## src/hdl/mue_pkg.sv

```systemverilog
// Shared types, constants and the Morse pattern table for the unit encoder.
package mue_pkg;

  localparam int PAT_W     = 19;               // longest element pattern (digit zero)
  localparam int GAP_UNITS = 3;                // off units after every character
  localparam int UNIT_W    = PAT_W + GAP_UNITS;
  localparam int CNT_W     = $clog2(UNIT_W + 1);

  localparam logic [7:0] CH_UPPER_A = 8'h41;
  localparam logic [7:0] CH_UPPER_Z = 8'h5A;
  localparam logic [7:0] CH_LOWER_A = 8'h61;
  localparam logic [7:0] CH_LOWER_Z = 8'h7A;
  localparam logic [7:0] CH_ZERO    = 8'h30;
  localparam logic [7:0] CH_NINE    = 8'h39;
  localparam logic [7:0] CH_SPACE   = 8'h20;
  localparam logic [7:0] CASE_BIT   = 8'h20;

  // Element pattern right-aligned in bits, first unit in the highest used bit.
  typedef struct packed {
    logic [CNT_W-1:0] len;
    logic [PAT_W-1:0] bits;
  } pat_t;

  // Full unit sequence for one character: pattern then gap, sent from bit total-1 down.
  typedef struct packed {
    logic [CNT_W-1:0]  total;
    logic [UNIT_W-1:0] units;
  } seq_t;

  function automatic pat_t mk_pat(input logic [CNT_W-1:0] len, input logic [PAT_W-1:0] bits);
    pat_t p;
    p.len  = len;
    p.bits = bits;
    return p;
  endfunction

  function automatic pat_t letter_pattern(input logic [4:0] idx);
    pat_t p;
    case (idx)
      5'd0:    p = mk_pat(5'd5,  19'b10111);
      5'd1:    p = mk_pat(5'd9,  19'b111010101);
      5'd2:    p = mk_pat(5'd11, 19'b11101011101);
      5'd3:    p = mk_pat(5'd7,  19'b1110101);
      5'd4:    p = mk_pat(5'd1,  19'b1);
      5'd5:    p = mk_pat(5'd9,  19'b101011101);
      5'd6:    p = mk_pat(5'd9,  19'b111011101);
      5'd7:    p = mk_pat(5'd7,  19'b1010101);
      5'd8:    p = mk_pat(5'd3,  19'b101);
      5'd9:    p = mk_pat(5'd13, 19'b1011101110111);
      5'd10:   p = mk_pat(5'd9,  19'b111010111);
      5'd11:   p = mk_pat(5'd9,  19'b101110101);
      5'd12:   p = mk_pat(5'd7,  19'b1110111);
      5'd13:   p = mk_pat(5'd5,  19'b11101);
      5'd14:   p = mk_pat(5'd11, 19'b11101110111);
      5'd15:   p = mk_pat(5'd11, 19'b10111011101);
      5'd16:   p = mk_pat(5'd13, 19'b1110111010111);
      5'd17:   p = mk_pat(5'd7,  19'b1011101);
      5'd18:   p = mk_pat(5'd5,  19'b10101);
      5'd19:   p = mk_pat(5'd3,  19'b111);
      5'd20:   p = mk_pat(5'd7,  19'b1010111);
      5'd21:   p = mk_pat(5'd9,  19'b101010111);
      5'd22:   p = mk_pat(5'd9,  19'b101110111);
      5'd23:   p = mk_pat(5'd11, 19'b11101010111);
      5'd24:   p = mk_pat(5'd13, 19'b1110101110111);
      5'd25:   p = mk_pat(5'd11, 19'b11101110101);
      default: p = mk_pat(5'd0,  19'b0);
    endcase
    return p;
  endfunction

  function automatic pat_t digit_pattern(input logic [3:0] idx);
    pat_t p;
    case (idx)
      4'd0:    p = mk_pat(5'd19, 19'b1110111011101110111);
      4'd1:    p = mk_pat(5'd17, 19'b10111011101110111);
      4'd2:    p = mk_pat(5'd15, 19'b101011101110111);
      4'd3:    p = mk_pat(5'd13, 19'b1010101110111);
      4'd4:    p = mk_pat(5'd11, 19'b10101010111);
      4'd5:    p = mk_pat(5'd9,  19'b101010101);
      4'd6:    p = mk_pat(5'd11, 19'b11101010101);
      4'd7:    p = mk_pat(5'd13, 19'b1110111010101);
      4'd8:    p = mk_pat(5'd15, 19'b111011101110101);
      4'd9:    p = mk_pat(5'd17, 19'b11101110111011101);
      default: p = mk_pat(5'd0,  19'b0);
    endcase
    return p;
  endfunction

endpackage

```

## src/hdl/mue_lookup.sv

```systemverilog
// Character classification and pattern lookup, giving the full unit sequence.
module mue_lookup import mue_pkg::*; (
  input  logic [7:0] char_code,
  output seq_t       seq
);

  logic [7:0] folded;
  pat_t       pat;

  always_comb begin
    folded = char_code;
    if (char_code >= CH_UPPER_A && char_code <= CH_UPPER_Z) begin
      folded = char_code | CASE_BIT;
    end
    if (folded >= CH_LOWER_A && folded <= CH_LOWER_Z) begin
      pat = letter_pattern(5'(folded - CH_LOWER_A));
    end else if (folded >= CH_ZERO && folded <= CH_NINE) begin
      pat = digit_pattern(4'(folded - CH_ZERO));
    end else if (folded == CH_SPACE) begin
      // word space: three off units ahead of the usual gap
      pat = mk_pat(CNT_W'(GAP_UNITS), PAT_W'(0));
    end else begin
      pat = mk_pat(CNT_W'(0), PAT_W'(0));
    end
    seq.total = pat.len + CNT_W'(GAP_UNITS);
    seq.units = {pat.bits, GAP_UNITS'(0)};
  end

endmodule

```

## src/hdl/mue_serializer.sv

```systemverilog
// Unit sequencer: holds one character's units and sends them one per cycle while advance is high.
module mue_serializer import mue_pkg::*; (
  input  logic clk,
  input  logic rst,
  input  logic load,
  input  seq_t seq,
  input  logic final_char,
  input  logic advance,
  output logic busy,
  output logic key_on,
  output logic char_done,
  output logic text_done
);

  logic [UNIT_W-1:0] units;
  logic [CNT_W-1:0]  cnt;
  logic              last_text;
  logic [CNT_W-1:0]  idx;

  assign busy      = (cnt != '0);
  assign idx       = cnt - CNT_W'(1);
  assign key_on    = units[idx];
  assign char_done = (cnt == CNT_W'(1));
  assign text_done = char_done & last_text;

  always_ff @(posedge clk) begin
    if (rst) begin
      cnt <= '0;
    end else if (load) begin
      cnt <= seq.total;
    end else if (advance) begin
      cnt <= cnt - CNT_W'(1);
    end
  end

  // payload holds until the next character is loaded
  always_ff @(posedge clk) begin
    if (load) begin
      units     <= seq.units;
      last_text <= final_char;
    end
  end

endmodule

```

## src/hdl/morse_unit_encoder.sv

```systemverilog
// Top level of the Morse unit encoder: stream ports, lookup and unit sequencer.
// The first unit of a character is offered in the cycle after its request is taken.
// Units go out one per cycle while the output is ready; a character sends its pattern length
// plus 3 units (3 to 22), set by the unit down-counter; input is refused until the last unit
// goes, so no new request is taken while a character is still being sent.
// Reset (rst, synchronous, active high) clears the unit counter; the block comes up idle.
module morse_unit_encoder import mue_pkg::*; (
  input  logic       clk,
  input  logic       rst,
  input  logic       s_tvalid,
  output logic       s_tready,
  input  logic [7:0] s_tdata,   // [7:0] char_code
  input  logic       s_tlast,   // final_char
  output logic       m_tvalid,
  input  logic       m_tready,
  output logic [7:0] m_tdata,   // [0] key_on, [7:1] zero
  output logic       m_tlast,   // char_done
  output logic       m_tuser    // text_done
);

  seq_t seq;
  logic busy;
  logic key_on;

  mue_lookup u_lookup (
    .char_code (s_tdata),
    .seq       (seq)
  );

  mue_serializer u_ser (
    .clk        (clk),
    .rst        (rst),
    .load       (s_tvalid & s_tready),
    .seq        (seq),
    .final_char (s_tlast),
    .advance    (m_tvalid & m_tready),
    .busy       (busy),
    .key_on     (key_on),
    .char_done  (m_tlast),
    .text_done  (m_tuser)
  );

  assign s_tready = ~busy;
  assign m_tvalid = busy;
  assign m_tdata  = {7'b0, key_on};

endmodule

```

## config.mk

```make
export PLATFORM = sky130hd
export DESIGN_NAME = morse_unit_encoder
export DESIGN_NICKNAME = d
export VERILOG_FILES = /design/src/hdl/mue_pkg.sv /design/src/hdl/mue_lookup.sv /design/src/hdl/mue_serializer.sv /design/src/hdl/morse_unit_encoder.sv
export SDC_FILE = /design/constraint.sdc
export NUM_CORES = 1
export LEC_CHECK = 0
export ABC_AREA = 1
export BUFFER_PORTS_ARGS = -buffer_cell sky130_fd_sc_hd__buf_2
export CORE_UTILIZATION = 40
export CTS_BUF_LIST = sky130_fd_sc_hd__clkbuf_2 sky130_fd_sc_hd__clkbuf_4 sky130_fd_sc_hd__clkbuf_8
export DETAILED_ROUTE_END_ITERATION = 12
export GPL_TIMING_DRIVEN = 0
export MAX_ROUTING_LAYER = met4
export PLACE_DENSITY = 0.66
export REMOVE_ABC_BUFFERS = 1
export SETUP_SLACK_MARGIN = 0.15
export SYNTH_ARGS = -nofsm -noshare
export SYNTH_HDL_FRONTEND = slang
export SYNTH_SLANG_ARGS = --single-unit
```

## constraint.sdc

```tcl
create_clock -name clk -period 2.7 [get_ports clk]
set_clock_uncertainty 0.1 [all_clocks]
set_input_delay 0.135 -clock clk [delete_from_list [all_inputs] [get_ports clk]]
set_output_delay 0.135 -clock clk [all_outputs]
set_load 0.01 [all_outputs]
```

## Yosys cells after proc, flatten, opt, wreduce, memory -nomap -nowiden

Memory sizes are Yosys's and may differ from the RTL's.
Index checks and enable logic that the tools add are counted.
Widths: inputs -> output; s select.

- Input bits: 13
- Flip-flop bits (word level): 25
- Memories kept: 2
- Bits in read-only memories: 928
- Output and inout bits: 12

- Order comparisons: 7
- Multiplexer cells: 8
- Equality and inequality tests: 2
- Add/subtract/negate cells: 4
- Reductions and logical operators: 5
- Bitwise logic cells: 4

Memories:

| name | depth | width | rd ports | clocked after memory_dff | write ports | RTL line | source |
|---|---|---|---|---|---|---|---|
| (name not given) | 32 | 17 | 1 | 0 | 0 | mue_pkg.sv:39 | `case (idx)` |
| (name not given) | 16 | 24 | 1 | 0 | 0 | mue_pkg.sv:73 | `case (idx)` |

Operator list:

| cell | number |
|---|---|
| $mux 24 | 2 |
| $mux 21 | 1 |
| $ge 8x7->1 const B | 2 |
| $le 8x7->1 const B | 2 |
| $mux 5 | 2 |
| $sub 5x1->5 const B | 2 |
| $eq 8x6->1 const B | 1 |
| $ge 8x6->1 const B | 1 |
| $le 8x6->1 const B | 1 |
| $lt 5x6->1 const B | 1 |
| $mux 6 | 1 |
| $add 5x2->5 const B | 1 |
| $bmux 1 s5 | 1 |
| $eq 5x1->1 const B | 1 |
| $reduce_bool 5->1 | 1 |
| $sub 4x1->4 const B | 1 |
| $and 1x1->1 | 3 |
| $logic_and 1x1->1 | 3 |
| $reduce_bool 2->1 | 1 |
| $mux 1 | 1 |
| $not 1->1 | 1 |

## Logic depth before layout (Yosys ltp)

Gate-level depths: netlist (run 1).

- Depth in word-level cells: 9
- Mapped depth: 21
- Mapped depth without buffers: 21

## By module

Synthesis (run 1) repeated with hierarchy kept, for this count alone.

- Cell total of the unflattened synthesis: 397
- Area, all modules: 2705.1 um^2

Modules (own cells, without submodules):

| module | instances | cells each | sequential area each (um^2) | area an instance (um^2) |
|---|---|---|---|---|
| mue_lookup | 1 | 243 | 0.0 | 1322.5 |
| mue_serializer | 1 | 140 | 790.8 | 1300.0 |
| morse_unit_encoder | 1 | 14 | 0.0 | 82.6 |

## Worst setup path after synthesis (run 1)

No wires, ideal clock.

- Path kind: flip-flop to flip-flop
- Start: register u_ser.cnt[0]
- End: register u_ser.cnt[3]
- Path buffers: 2
- Data arrival time: 2.311 ns
- Required time: 2.478 ns
- Period minus slack after synthesis: 2.533 ns
- Path slack: 0.167 ns
- Stages on the path, launching flop included: 12
- Cell sequence: dfxtp_1 > clkbuf_1 > inv_1 > clkbuf_1 > ha_1 > nand2_1 > nor2_1 > nand2_1 > inv_1 > nor2_1 > nor2_1 > a21oi_2

- Word-level cells in the longest chain between the ends: 4
- Elaborated cells on any way between the ends: 8

Ends and longest elaborated chain:

| item | RTL line | source |
|---|---|---|
| start: declaration | mue_serializer.sv:16 | `logic [CNT_W-1:0] cnt;` |
| start signal: assignment | mue_serializer.sv:30 | `cnt <= seq.total;` |
| start signal: assignment | mue_serializer.sv:32 | `cnt <= cnt - CNT_W'(1);` |
| $reduce_bool 5->1 * | mue_serializer.sv:20 | `assign busy = (cnt != '0);` |
| $not 1->1 * | morse_unit_encoder.sv:43 | `assign s_tready = ~busy;` |
| named net s_tready | morse_unit_encoder.sv:11 | `output logic s_tready,` |
| $and 1x1->1 * | morse_unit_encoder.sv:33 | `.load (s_tvalid & s_tready),` |
| named net u_ser.load | mue_serializer.sv:5 | `input logic load,` |
| $mux 5 / $reduce_bool 2->1 (equally long branches) | -- |  |

The timed path passes the listed nets; every way through them passes the cells marked *. The select of a mux whose other input is x is not followed.
A chain may end at the register's enable or synchronous reset.

## Worst setup path after layout (run 1)

- Start: register u_ser.cnt[0]
- End: output m_tdata[0]

- Word-level cells in the longest chain between the ends: 3

Ends and longest elaborated chain:

| item | RTL line | source |
|---|---|---|
| $sub 5x1->5 | mue_serializer.sv:21 | `assign idx = cnt - CNT_W'(1);` |
| $bmux 1 s5 | mue_serializer.sv:22 | `assign key_on = units[idx];` |
| $mux 1 (implied by the code) | mue_serializer.sv:22 |  |
| end: declaration | morse_unit_encoder.sv:16 | `output logic [7:0] m_tdata,` |

No other way between the ends. The select of a mux whose other input is x is not followed.

==> results of run 1 <==
[cell families (layout without fill, tap and decap cells)]
| family | after synthesis | after routing | synth area share, % |
|---|---|---|---|
| AO/OA/AOI/OAI | 69 | 69 | 17.8 |
| XOR/XNOR | 4 | 4 | 1.75 |
| adder cells (fa/ha/maj) | 14 | 14 | 7.22 |
| buffers and inverters | 58 | 76 | 11.0 |
| flip-flops | 24 | 24 | 27.7 |
| other | 1 | 7 | 0.155 |
| AND/OR/NAND/NOR | 165 | 165 | 34.4 |
[layout make-up]
class	instances	area [um2]	share of cell area (%)
multi-input combinational	259	1570	57.2
inverter	43	178	6.48
tap	72	90.1	3.28
clock buffer	4	48.8	1.78
sequential	24	674	24.6
timing repair buffer	29	183	6.66
[worst min-delay path, stage by stage]
cell	delay, ps
buf_2	70
nand2_1	120
xor2_1	190
a211oi_2	80
[state kept, by name (all words and copies together), names as in the netlist]
register,count
u_ser.units,18
u_ser.cnt,5
u_ser.last_text,1
[where the power goes]
part / internal, mW / total (mW) / switching [mW]
Combinational: 0.358 / 0.943 / 0.585
Clock: 0.116 / 0.228 / 0.112
Sequential: 0.536 / 0.599 / 0.0621
[routing by layer]
metal	GRT usage [%]	share of wire, %
met1	24.1	47
met2	30.9	48
met3	2.06	4.0
met4	5.71	1.4
met5	-	0
[worst paths after layout]
path                                             endpoint                      start
worst max-delay path                           m_tdata[0]  u_ser.cnt[0]$_SDFFE_PP0P_
worst min-delay path            u_ser.cnt[0]$_SDFFE_PP0P_                   m_tready
worst max register to register  u_ser.cnt[3]$_SDFFE_PP0P_  u_ser.cnt[0]$_SDFFE_PP0P_
worst min register to register  u_ser.cnt[1]$_SDFFE_PP0P_  u_ser.cnt[1]$_SDFFE_PP0P_
[through the flow]
stage	instances	hold WS (ps)	utilization, %	total power, mW
4_1_cts	421	255	46.2	1.69
3_5_place_dp	415	216	44.4	1.44
3_3_place_gp	415	217	44.4	1.43
2_1_floorplan	326	104	-	1.22
5_1_grt	431	293	48.3	1.91
6_report	431	268	48.3	1.77
[layout by cell type, fill, tap and decap left out, drive strengths merged, types with 6 or more instances in the layout]
cell,instances
ha,14
o211ai,8
o21ai,23
edfxtp,19
inv,39
conb,7
buf,26
a21oi,18
nand2,86
nor2,46
nand3,19
nor3,6
[what timing repair did]
item                       4_1_cts  5_1_grt
hold buffers                     2        0
hold endpoints to repair         4        0
setup endpoints to repair        7       24
gates resized for setup          7        9
buffers inserted                 0       10
==> results.sh, run 1 <==
export IMPL_outcome="completed"
export IMPL_report_final_slew_viol_count=0
export IMPL_fin_tns_setup_ps=0
export IMPL_fin_crit_ps=2430
export IMPL_period_share_pct=90.0
export IMPL_nFillCells=568
export IMPL_worst_setup_path_type="flip-flop to output port"
export IMPL_die_h_um=79.9
export IMPL_grt_pass1_vias=2028
export IMPL_rr_worst_depth=9
export IMPL_place_area_mm2=0.00252
export IMPL_cp_required_ps=2470
export IMPL_critical_path_max_fanout=11
export IMPL_synth_seq_cells=24
export IMPL_syn_area_per_cell_um2=7.24
export IMPL_path_depth=8
export IMPL_crit_family="compound AO/OA/AOI/OAI gates"
export IMPL_cts_max_level=1
export IMPL_ys_flop_type="edfxtp_1"
export IMPL_fin_ws_ps=270
export IMPL_preCtsSetupSlack_ps=-503
export IMPL_worst_path_largest_cell_delay_ps=440
export IMPL_clock_latency_ps=270
export IMPL_overflow=0
export IMPL_num_rows=27
export IMPL_synth_edf_count=19
export IMPL_cts_root_buffer="clkbuf_8"
export IMPL_async_reset_ff_share_pct=0
export IMPL_path_cells="clkinvlp_4 -> ha_2 -> xnor2_2 -> inv_1 -> a31oi_1 -> o41ai_2 -> a32o_1 -> buf_2"
export IMPL_drtAntennaViolNets=0
export IMPL_setup_viol=0
export IMPL_area_growth_pct=13.1
export IMPL_synthTopCellsByCount="69 x nand2_1, 39 x nor2_1, 35 x inv_1, 21 x o21ai_0, 19 x edfxtp_1"
export IMPL_routedWlPerCell_um=13.2
export IMPL_min_path_type="input port to flip-flop"
export IMPL_start_util_pct=42.7
export IMPL_netlist_area_mm2=0.00242
export IMPL_yosysWarnings=0
export IMPL_ys_seq_area_share_pct=27.7
export IMPL_hpwl_mm=4.20
export IMPL_io_pin_count=25
export IMPL_io_buffers=17
export IMPL_drt_initial_drc_count=133
export IMPL_yosys_cell_count_top_type="nand2_1"
export IMPL_cts_buffers=3
export IMPL_final_hold_viol_count=0
export IMPL_cp_start_kind="flip-flop"
export IMPL_path_clk_slew_ps=80
export IMPL_synth_top_area_share_pct=23.5
export IMPL_clock_path_buffers=2
export IMPL_power_per_cell_area_mw_per_mm2=645
export IMPL_via_per_inst=5.18
export IMPL_p_leak_nw=1.24
export IMPL_drv_cap=0
export IMPL_drc_errors=0
export IMPL_grt_antenna_before_repair=0
export IMPL_r2r_setup_slack_ps=340
export IMPL_antennaDiodeCount=0
export IMPL_fp_coreArea_mm2=0.00568
export IMPL_drive_gt1_share_pct=23.1
export IMPL_cts_tree="yes"
export IMPL_die_area_mm2=0.00638
export IMPL_place_congestion=0.934
export IMPL_ir_drop_v=0.000603
export IMPL_rsz0062_at_grt="true"
export IMPL_path_buf_inv=3
export IMPL_route_vias_total=2231
export IMPL_die_w_um=79.9
export IMPL_final_area_mm2=0.00274
export IMPL_cts_sinks=24
export IMPL_synth_distinct_cells=47
export IMPL_netlist_instances=335
export IMPL_max_freq_ghz=0.411
export IMPL_grt_max_degree=22
export IMPL_whs_path_depth=4
export IMPL_synth_top_cell_by_area="edfxtp_1"
export IMPL_grt_total_usage_pct=18.7
export IMPL_endpoint_kind="output port"
export IMPL_firstDrtPassIters=4
export IMPL_routed_wl_mm=5.70
export IMPL_cp_arrival_ps=2200
export IMPL_cp_slowest_cell="dfxtp_4"
export IMPL_synth_area_leaders="edfxtp_1 24%, nand2_1 11%, ha_1 7.2%"
export IMPL_grt_pass1_wl_mm=9.18
export IMPL_num_nets_final=387
Power figures use the tool's default switching activity.
==> run 2, diff against run 1 <==
--- a/config.mk
+++ b/config.mk
@@ -12,9 +12,10 @@
 export DETAILED_ROUTE_END_ITERATION = 12
 export GPL_TIMING_DRIVEN = 0
 export MAX_ROUTING_LAYER = met4
-export PLACE_DENSITY = 0.66
+export PLACE_DENSITY = 0.65
 export REMOVE_ABC_BUFFERS = 1
 export SETUP_SLACK_MARGIN = 0.15
 export SYNTH_ARGS = -nofsm -noshare
 export SYNTH_HDL_FRONTEND = slang
+export SYNTH_HIERARCHICAL = 1
 export SYNTH_SLANG_ARGS = --single-unit
==> run 2 against run 1 <==
Net effect:
- the flow now finishes with violations (DRC)
- fmax rose by 3.1%
- largest cell class unchanged
- via count grew 12%
- clock-buffer cell count decreased by 1
- flip-flop and latch count grew 4
- hold slack worse by 58 ps
- critical path type is now input port to flip-flop
- area after synthesis is 12% higher
- cell count grew 13%
- largest power group unchanged
- clock power about the same
==> results.sh, run 2 <==
export IMPL_outcome="finished, violations left"
export IMPL_violations="DRC"
export IMPL_drc_errors=8
export IMPL_synthAdderAreaFrac_pct=6.48
export IMPL_yosys_cell_count_top_type="nand2_1"
export IMPL_die_h_um=84.2
export IMPL_multi_input_area_mm2=0.00163
export IMPL_largest_registers="u_ser/units x22, u_ser/cnt x5, u_ser/last_text x1"
export IMPL_crit_top_cell="nand2_1"
export IMPL_fin_cells=486
export IMPL_path_clk_slew_ps=90
export IMPL_cts_root_buffer="clkbuf_8"
export IMPL_async_reset_ff_share_pct=0
export IMPL_dp_cells=478
export IMPL_mostFrequentLayoutCells="113 x nand2_1, 46 x inv_1, 43 x nand3_1"
export IMPL_rr_worst_depth=10
export IMPL_synth_compound_gate_area_share_pct=11.6
export IMPL_io_pin_count=25
export IMPL_drtAntennaViolNets=0
export IMPL_largest_reg_flops=22
export IMPL_top_register="u_ser/units"
export IMPL_path_cells="clkbuf_4 -> clkinvlp_4 -> ha_4 -> ha_4 -> inv_1 -> nand2_1 -> o21ai_0 -> o211ai_1 -> o21ai_1 -> nand3_2 -> o21ai_4 -> nand4_1 -> nand2_1 -> nand2_1 -> a31oi_2"
export IMPL_timing_rr_end="u_ser/cnt[0]$_SDFFE_PP0P_"
export IMPL_cts_tree="yes"
export IMPL_setup_viol=0
export IMPL_top_layer="met4"
export IMPL_power_per_cell_area_mw_per_mm2=786
export IMPL_synthTopCellsByCount="114 x nand2_1, 47 x inv_1, 43 x nand3_1, 28 x nor2_1, 25 x o21ai_0"
export IMPL_start_util_pct=42.1
export IMPL_drt_initial_drc_count=100
export IMPL_fin_crit_ps=2360
export IMPL_synth_area_mux_share_pct=0
export IMPL_hold_end="u_ser/last_text$_DFFE_PP_"
export IMPL_drv_cap=0
export IMPL_ys_seq_area_share_pct=29.2
export IMPL_fp_coreArea_mm2=0.00642
export IMPL_rsz0062_at_grt="true"
export IMPL_synth_top_area_share_pct=25.5
export IMPL_ir_drop_v=0.000328
export IMPL_routedWlPerCell_um=12.4
export IMPL_p_switching_mw=1.05
export IMPL_preCtsSetupSlack_ps=-509
export IMPL_cp_arrival_ps=2460
export IMPL_netlist_area_mm2=0.00271
export IMPL_fin_ws_ps=343
export IMPL_num_rows=29
export IMPL_fin_tns_setup_ps=0
export IMPL_met1Wirelength_mm=2.76
export IMPL_seq_area_um2=795
export IMPL_die_w_um=84.2
export IMPL_syn_area_per_cell_um2=6.81
export IMPL_synth_top_family_by_area="simple AND/OR/NAND/NOR gates"
export IMPL_yosysWarnings=6
export IMPL_die_area_mm2=0.00710
export IMPL_area_growth_pct=8.46
export IMPL_power_mw=2.31
export IMPL_clock_path_buffers=2
export IMPL_drive_gt1_share_pct=17.4
export IMPL_r2r_setup_slack_ps=450
export IMPL_p_clk_share_pct=9.8
export IMPL_grt_max_degree=19
export IMPL_p_leak_nw=1.43
export IMPL_netlist_instances=397
export IMPL_cp_required_ps=2800
export IMPL_comb_power_share_pct=57.9
export IMPL_startpoint="s_tdata[0]"
export IMPL_synth_simple_area_share_pct=37.5
export IMPL_synth_seq_cells=28
export IMPL_wl_met2_mm=2.89
export IMPL_ys_flop_type="edfxtp_1"
export IMPL_worst_setup_path_type="input port to flip-flop"
export IMPL_synth_area_leaders="edfxtp_1 26%, nand2_1 16%, nand3_1 8.0%"
export IMPL_overflow=0
export IMPL_final_hold_viol_count=0
export IMPL_cts_buffers=3
export IMPL_antennaDiodeCount=0
export IMPL_routed_wl_mm=6.01
export IMPL_layout_commonest_cell="nand2_1"
export IMPL_grt_pass1_vias=2369
export IMPL_report_final_slew_viol_count=0
export IMPL_worst_path_largest_cell_delay_ps=270
export IMPL_grt_antenna_before_repair=0
export IMPL_clock_latency_ps=270
export IMPL_timing_rr_start="u_ser/cnt[0]$_SDFFE_PP0P_"
export IMPL_route_vias_total=2502
export IMPL_dr_wl_met3_um=266
export IMPL_min_path_type="input port to flip-flop"
export IMPL_critical_path_max_fanout=12
export IMPL_final_util_pct=45.7
export IMPL_num_nets_final=437
export IMPL_grt_pass1_wl_mm=10.6
export IMPL_whs_path_depth=3
export IMPL_grt_total_usage_pct=18.6
export IMPL_synth_xor_xnor_area_share_pct=0.971
export IMPL_hpwl_mm=4.55
export IMPL_cts_sinks=28
export IMPL_synth_edf_count=23
export IMPL_p_int_mw=1.26
export IMPL_place_congestion=0.943
export IMPL_synth_top_cell_by_area="edfxtp_1"
export IMPL_p_seq_share_pct=32.4
export IMPL_period_share_pct=87.3
export IMPL_via_per_inst=5.15
export IMPL_nFillCells=647
export IMPL_max_freq_ghz=0.424
export IMPL_synth_distinct_cells=38
export IMPL_firstDrtPassIters=9
export IMPL_hold_path_startpoint="s_tvalid"
export IMPL_cp_slowest_cell="ha_4"
export IMPL_endpoint_kind="flip-flop"
export IMPL_io_buffers=17
export IMPL_p_sw_share_pct=45.4
export IMPL_cp_start_kind="input port"
export IMPL_cts_max_level=1
==> run 2: how the worst max path moves through the flow <==
stage | to | depth (start not counted)
after global placement | u_ser/cnt[0]$_SDFFE_PP0P_ | 10
after CTS | u_ser/cnt[4]$_SDFFE_PP0P_ | 19
after detailed placement | u_ser/cnt[4]$_SDFFE_PP0P_ | 20
after global routing | u_ser/cnt[4]$_SDFFE_PP0P_ | 20
after floorplan | u_ser/cnt[0]$_SDFFE_PP0P_ | 10
final | u_ser/cnt[4]$_SDFFE_PP0P_ | 15
==> run 2: power groups by stage <==
stage | clock network (mW) | registers, mW | logic (mW)
global placement | 0 | 0.766 | 1.23
finish | 0.225 | 0.747 | 1.33
CTS | 0.231 | 0.746 | 1.33
floorplan | 0 | 0.736 | 0.945
global route | 0.251 | 0.767 | 1.50
detailed placement | 0 | 0.755 | 1.30
==> run 2: cell families (layout without fill, tap and decap cells) <==
logic type / after synthesis / after routing
AND/OR/NAND/NOR: 219 / 219
buffers and inverters: 79 / 83
AO/OA/AOI/OAI: 52 / 52
flip-flops: 28 / 28
adder cells (fa/ha/maj): 14 / 14
XOR/XNOR: 3 / 3
other: 2 / 10
==> run 2: stage by stage <==
step | instance area [um2] | hold WS (ps)
floorplan | 2570 | 101
global placement | 2760 | 217
detailed placement | 2790 | 214
CTS | 2880 | 205
global route | 2930 | 222
finish | 2930 | 210
==> run 2: area by class of cell <==
class | count | share of cell area [%]
clock inverters | 1 | 0.128
repair buffers | 22 | 5.12
well taps | 77 | 3.28
clock buffers | 3 | 1.41
inverters | 57 | 7.59
flip-flops and latches | 28 | 27.1
multi-input cells | 298 | 55.4
==> run 2: routing by layer <==
layer  vias up  GRT usage (%)
met1      1111           23.3
met5         -              -
met4         0           5.96
met3        10           1.67
li1       1286              -
met2        95           31.6
==> run 2: critical path, delay by kind of cell <==
family / cells / cell delay (ps)
AOI/OAI and AO/OA: 5 / 670
buffers and inverters: 3 / 590
and+or+nand+nor: 5 / 550
adders and majority gates: 2 / 500
==> run 2: what timing repair did <==
item	4_1_cts	5_1_grt
gates cloned	0	0
hold buffers	2	0
resized for setup	6	10
endpoints found under the setup margin	24	5
hold endpoints to repair	4	0
buffers inserted	1	1
==> run 3, diff against run 2 <==
==> constraint.sdc (replaced) <==
create_clock -name clk -period 2.2 [get_ports clk]
set_clock_uncertainty 0.1 [all_clocks]
set_input_delay 0.11 -clock clk [delete_from_list [all_inputs] [get_ports clk]]
set_output_delay 0.11 -clock clk [all_outputs]
set_load 0.01 [all_outputs]
==> run 3 against run 2 <==
Net effect:
- the flow still finishes with violations (DRC)
- sequential power increased by 22%
- register-to-register slack got worse by 150 ps
- global-route usage increased by 0.70 points
- non-clock buffer count increased by 37
- clock-buffer cell count unchanged
- hold slack got worse by 28 ps
- sequential share of layout area decreased by 3.9 points
- critical path depth decreased by 4
- utilization increased by 7.6 points
- routed wire length increased by 14%
- via count increased by 8.0%
- first-iteration DRC count increased by 70%
- critical path type unchanged
- largest power group unchanged
==> results.sh, run 3 (synthesis gave the netlist of run 2 again) <==
export IMPL_use_met2_pct=33.2
export IMPL_clock_path_buffers=2
export IMPL_cts_buffers=3
export IMPL_outcome="finished, violations left"
export IMPL_drt_initial_drc_count=170
export IMPL_num_nets_final=474
export IMPL_period_share_pct=92.9
export IMPL_grt_busiest_layer="met2"
export IMPL_overflow=0
export IMPL_final_hold_viol_count=0
export IMPL_routed_wl_mm=6.83
export IMPL_grt_pass1_wl_mm=10.9
export IMPL_use_met3_pct=1.87
export IMPL_routedWlPerCell_um=13.1
export IMPL_cts_tree="yes"
export IMPL_via_per_inst=5.16
export IMPL_grt_antenna_before_repair=0
export IMPL_path_clk_slew_ps=90
export IMPL_cp_slowest_cell="ha_4"
export IMPL_timing_rr_start="u_ser/cnt[0]$_SDFFE_PP0P_"
export IMPL_rsz0062_at_grt="true"
export IMPL_p_leak_nw=1.66
export IMPL_layout_commonest_cell="nand2_1"
export IMPL_startpoint="s_tdata[0]"
export IMPL_largest_reg_flops=22
export IMPL_path_cells="buf_12 -> clkinvlp_4 -> ha_4 -> ha_4 -> clkinvlp_4 -> buf_4 -> ha_1 -> o21ai_0 -> o22ai_1 -> nand2_1 -> o21ai_1"
export IMPL_hpwl_mm=4.55
export IMPL_endpoint="u_ser/units[8]$_DFFE_PP_"
export IMPL_max_freq_ghz=0.489
export IMPL_critical_path_max_fanout=8
export IMPL_area_growth_pct=26.5
export IMPL_firstDrtPassIters=9
export IMPL_power_per_cell_area_mw_per_mm2=930
export IMPL_io_pin_count=25
export IMPL_die_w_um=84.2
export IMPL_r2r_setup_slack_ps=300
export IMPL_io_buffers=17
export IMPL_cts_max_level=1
export IMPL_setup_viol=0
export IMPL_antennaDiodeCount=0
export IMPL_fp_coreArea_mm2=0.00642
export IMPL_hold_path_startpoint="s_tdata[1]"
export IMPL_worst_path_largest_cell_delay_ps=360
export IMPL_start_util_pct=42.1
export IMPL_die_area_mm2=0.00710
export IMPL_fin_ws_ps=157
export IMPL_num_rows=29
export IMPL_report_final_slew_viol_count=0
export IMPL_cts_sinks=28
export IMPL_die_h_um=84.2
export IMPL_drive_gt1_share_pct=30.7
export IMPL_drc_errors=8
export IMPL_preCtsSetupSlack_ps=-984
export IMPL_worst_setup_path_type="input port to flip-flop"
export IMPL_route_vias_total=2701
export IMPL_top_register="u_ser/units"
export IMPL_rr_worst_depth=10
export IMPL_violations="DRC"
export IMPL_grt_pass1_vias=2491
export IMPL_cp_arrival_ps=1980
export IMPL_cp_required_ps=2130
export IMPL_drv_cap=0
export IMPL_grt_total_usage_pct=19.3
export IMPL_endpoint_kind="flip-flop"
export IMPL_grt_max_degree=19
export IMPL_place_congestion=0.943
export IMPL_fin_crit_ps=2040
export IMPL_fin_tns_setup_ps=0
export IMPL_clock_latency_ps=270
export IMPL_timing_rr_end="u_ser/cnt[1]$_SDFFE_PP0P_"
export IMPL_ir_drop_v=0.000447
export IMPL_drtAntennaViolNets=0
export IMPL_grt_util_met1_pct=23.5
export IMPL_mostFrequentLayoutCells="103 x nand2_1, 41 x inv_1, 39 x nand3_1"
export IMPL_whs_path_depth=3
export IMPL_min_path_type="input port to flip-flop"
export IMPL_largest_registers="u_ser/units x22, u_ser/cnt x5, u_ser/last_text x1"
export IMPL_cp_start_kind="input port"
export IMPL_cts_root_buffer="clkbuf_8"
## run 3: changes by cell type in the layout (fill, tap and decap cells not counted), moves of 2 or more
cell,change
o21ai_0,-5
buf_4,+34
nand2_2,+3
ha_1,-2
nand2_4,+7
ha_4,+3
nand3_1,-4
buf_6,+3
nand3_2,+4
o21ai_2,+5
nand2_1,-10
inv_1,-5
## run 3: cell type report
class	count	area (um2)
Tap cell	77	96.3
Sequential cell	28	795
Clock buffer	3	41.3
Fill cell	587	3000
Multi-Input combinational cell	298	1790
Timing Repair Buffer	59	454
Inverter	57	241
Clock inverter	1	3.75
## run 3: critical path: cells and delay by family
kind,cells,cell delay (ps)
adder cells (fa/ha/maj),3,830
AO/OA/AOI/OAI,3,350
AND/OR/NAND/NOR,1,90
buffers and inverters,4,580
## run 3: worst min path at each step
stage,to
global placement,u_ser/last_text$_DFFE_PP_
detailed placement,u_ser/last_text$_DFFE_PP_
floorplan,u_ser/cnt[4]$_SDFFE_PP0P_
global route,u_ser/units[12]$_DFFE_PP_
finish,u_ser/units[12]$_DFFE_PP_
CTS,u_ser/cnt[3]$_SDFFE_PP0P_
## run 3: through the flow
step / instances / util (%) / cell area [um2] / power (mW) / hold slack, ps
2_1_floorplan: 383 / - / 2570 / 2.06 / 75.6
3_3_place_gp: 477 / 42.9 / 2760 / 2.45 / 192
3_5_place_dp: 478 / 43.4 / 2790 / 2.53 / 189
4_1_cts: 499 / 48.8 / 3140 / 3.01 / 182
5_1_grt: 523 / 53.3 / 3420 / 3.45 / 204
6_report: 523 / 53.3 / 3420 / 3.18 / 182
## run 3: where the power goes
part / switching [mW] / internal, mW
Combinational: 1.16 / 0.835
Sequential: 0.102 / 0.813
Clock: 0.151 / 0.125
## run 3: what timing repair did
| action | in CTS | in global routing |
|---|---|---|
| setup buffers | 15 | 24 |
| hold endpoints to repair | 4 | 0 |
| pin swaps | 7 | 29 |
| hold buffers | 2 | 0 |
| gates resized for setup | 43 | 33 |
| endpoints found under the setup margin | 43 | 6 |
## run 3: layer usage
layer	vias to the layer above	routed length, um
met5	-	0
met1	1229	2970
met2	97	3360
met3	17	320
met4	0	182
li1	1358	-
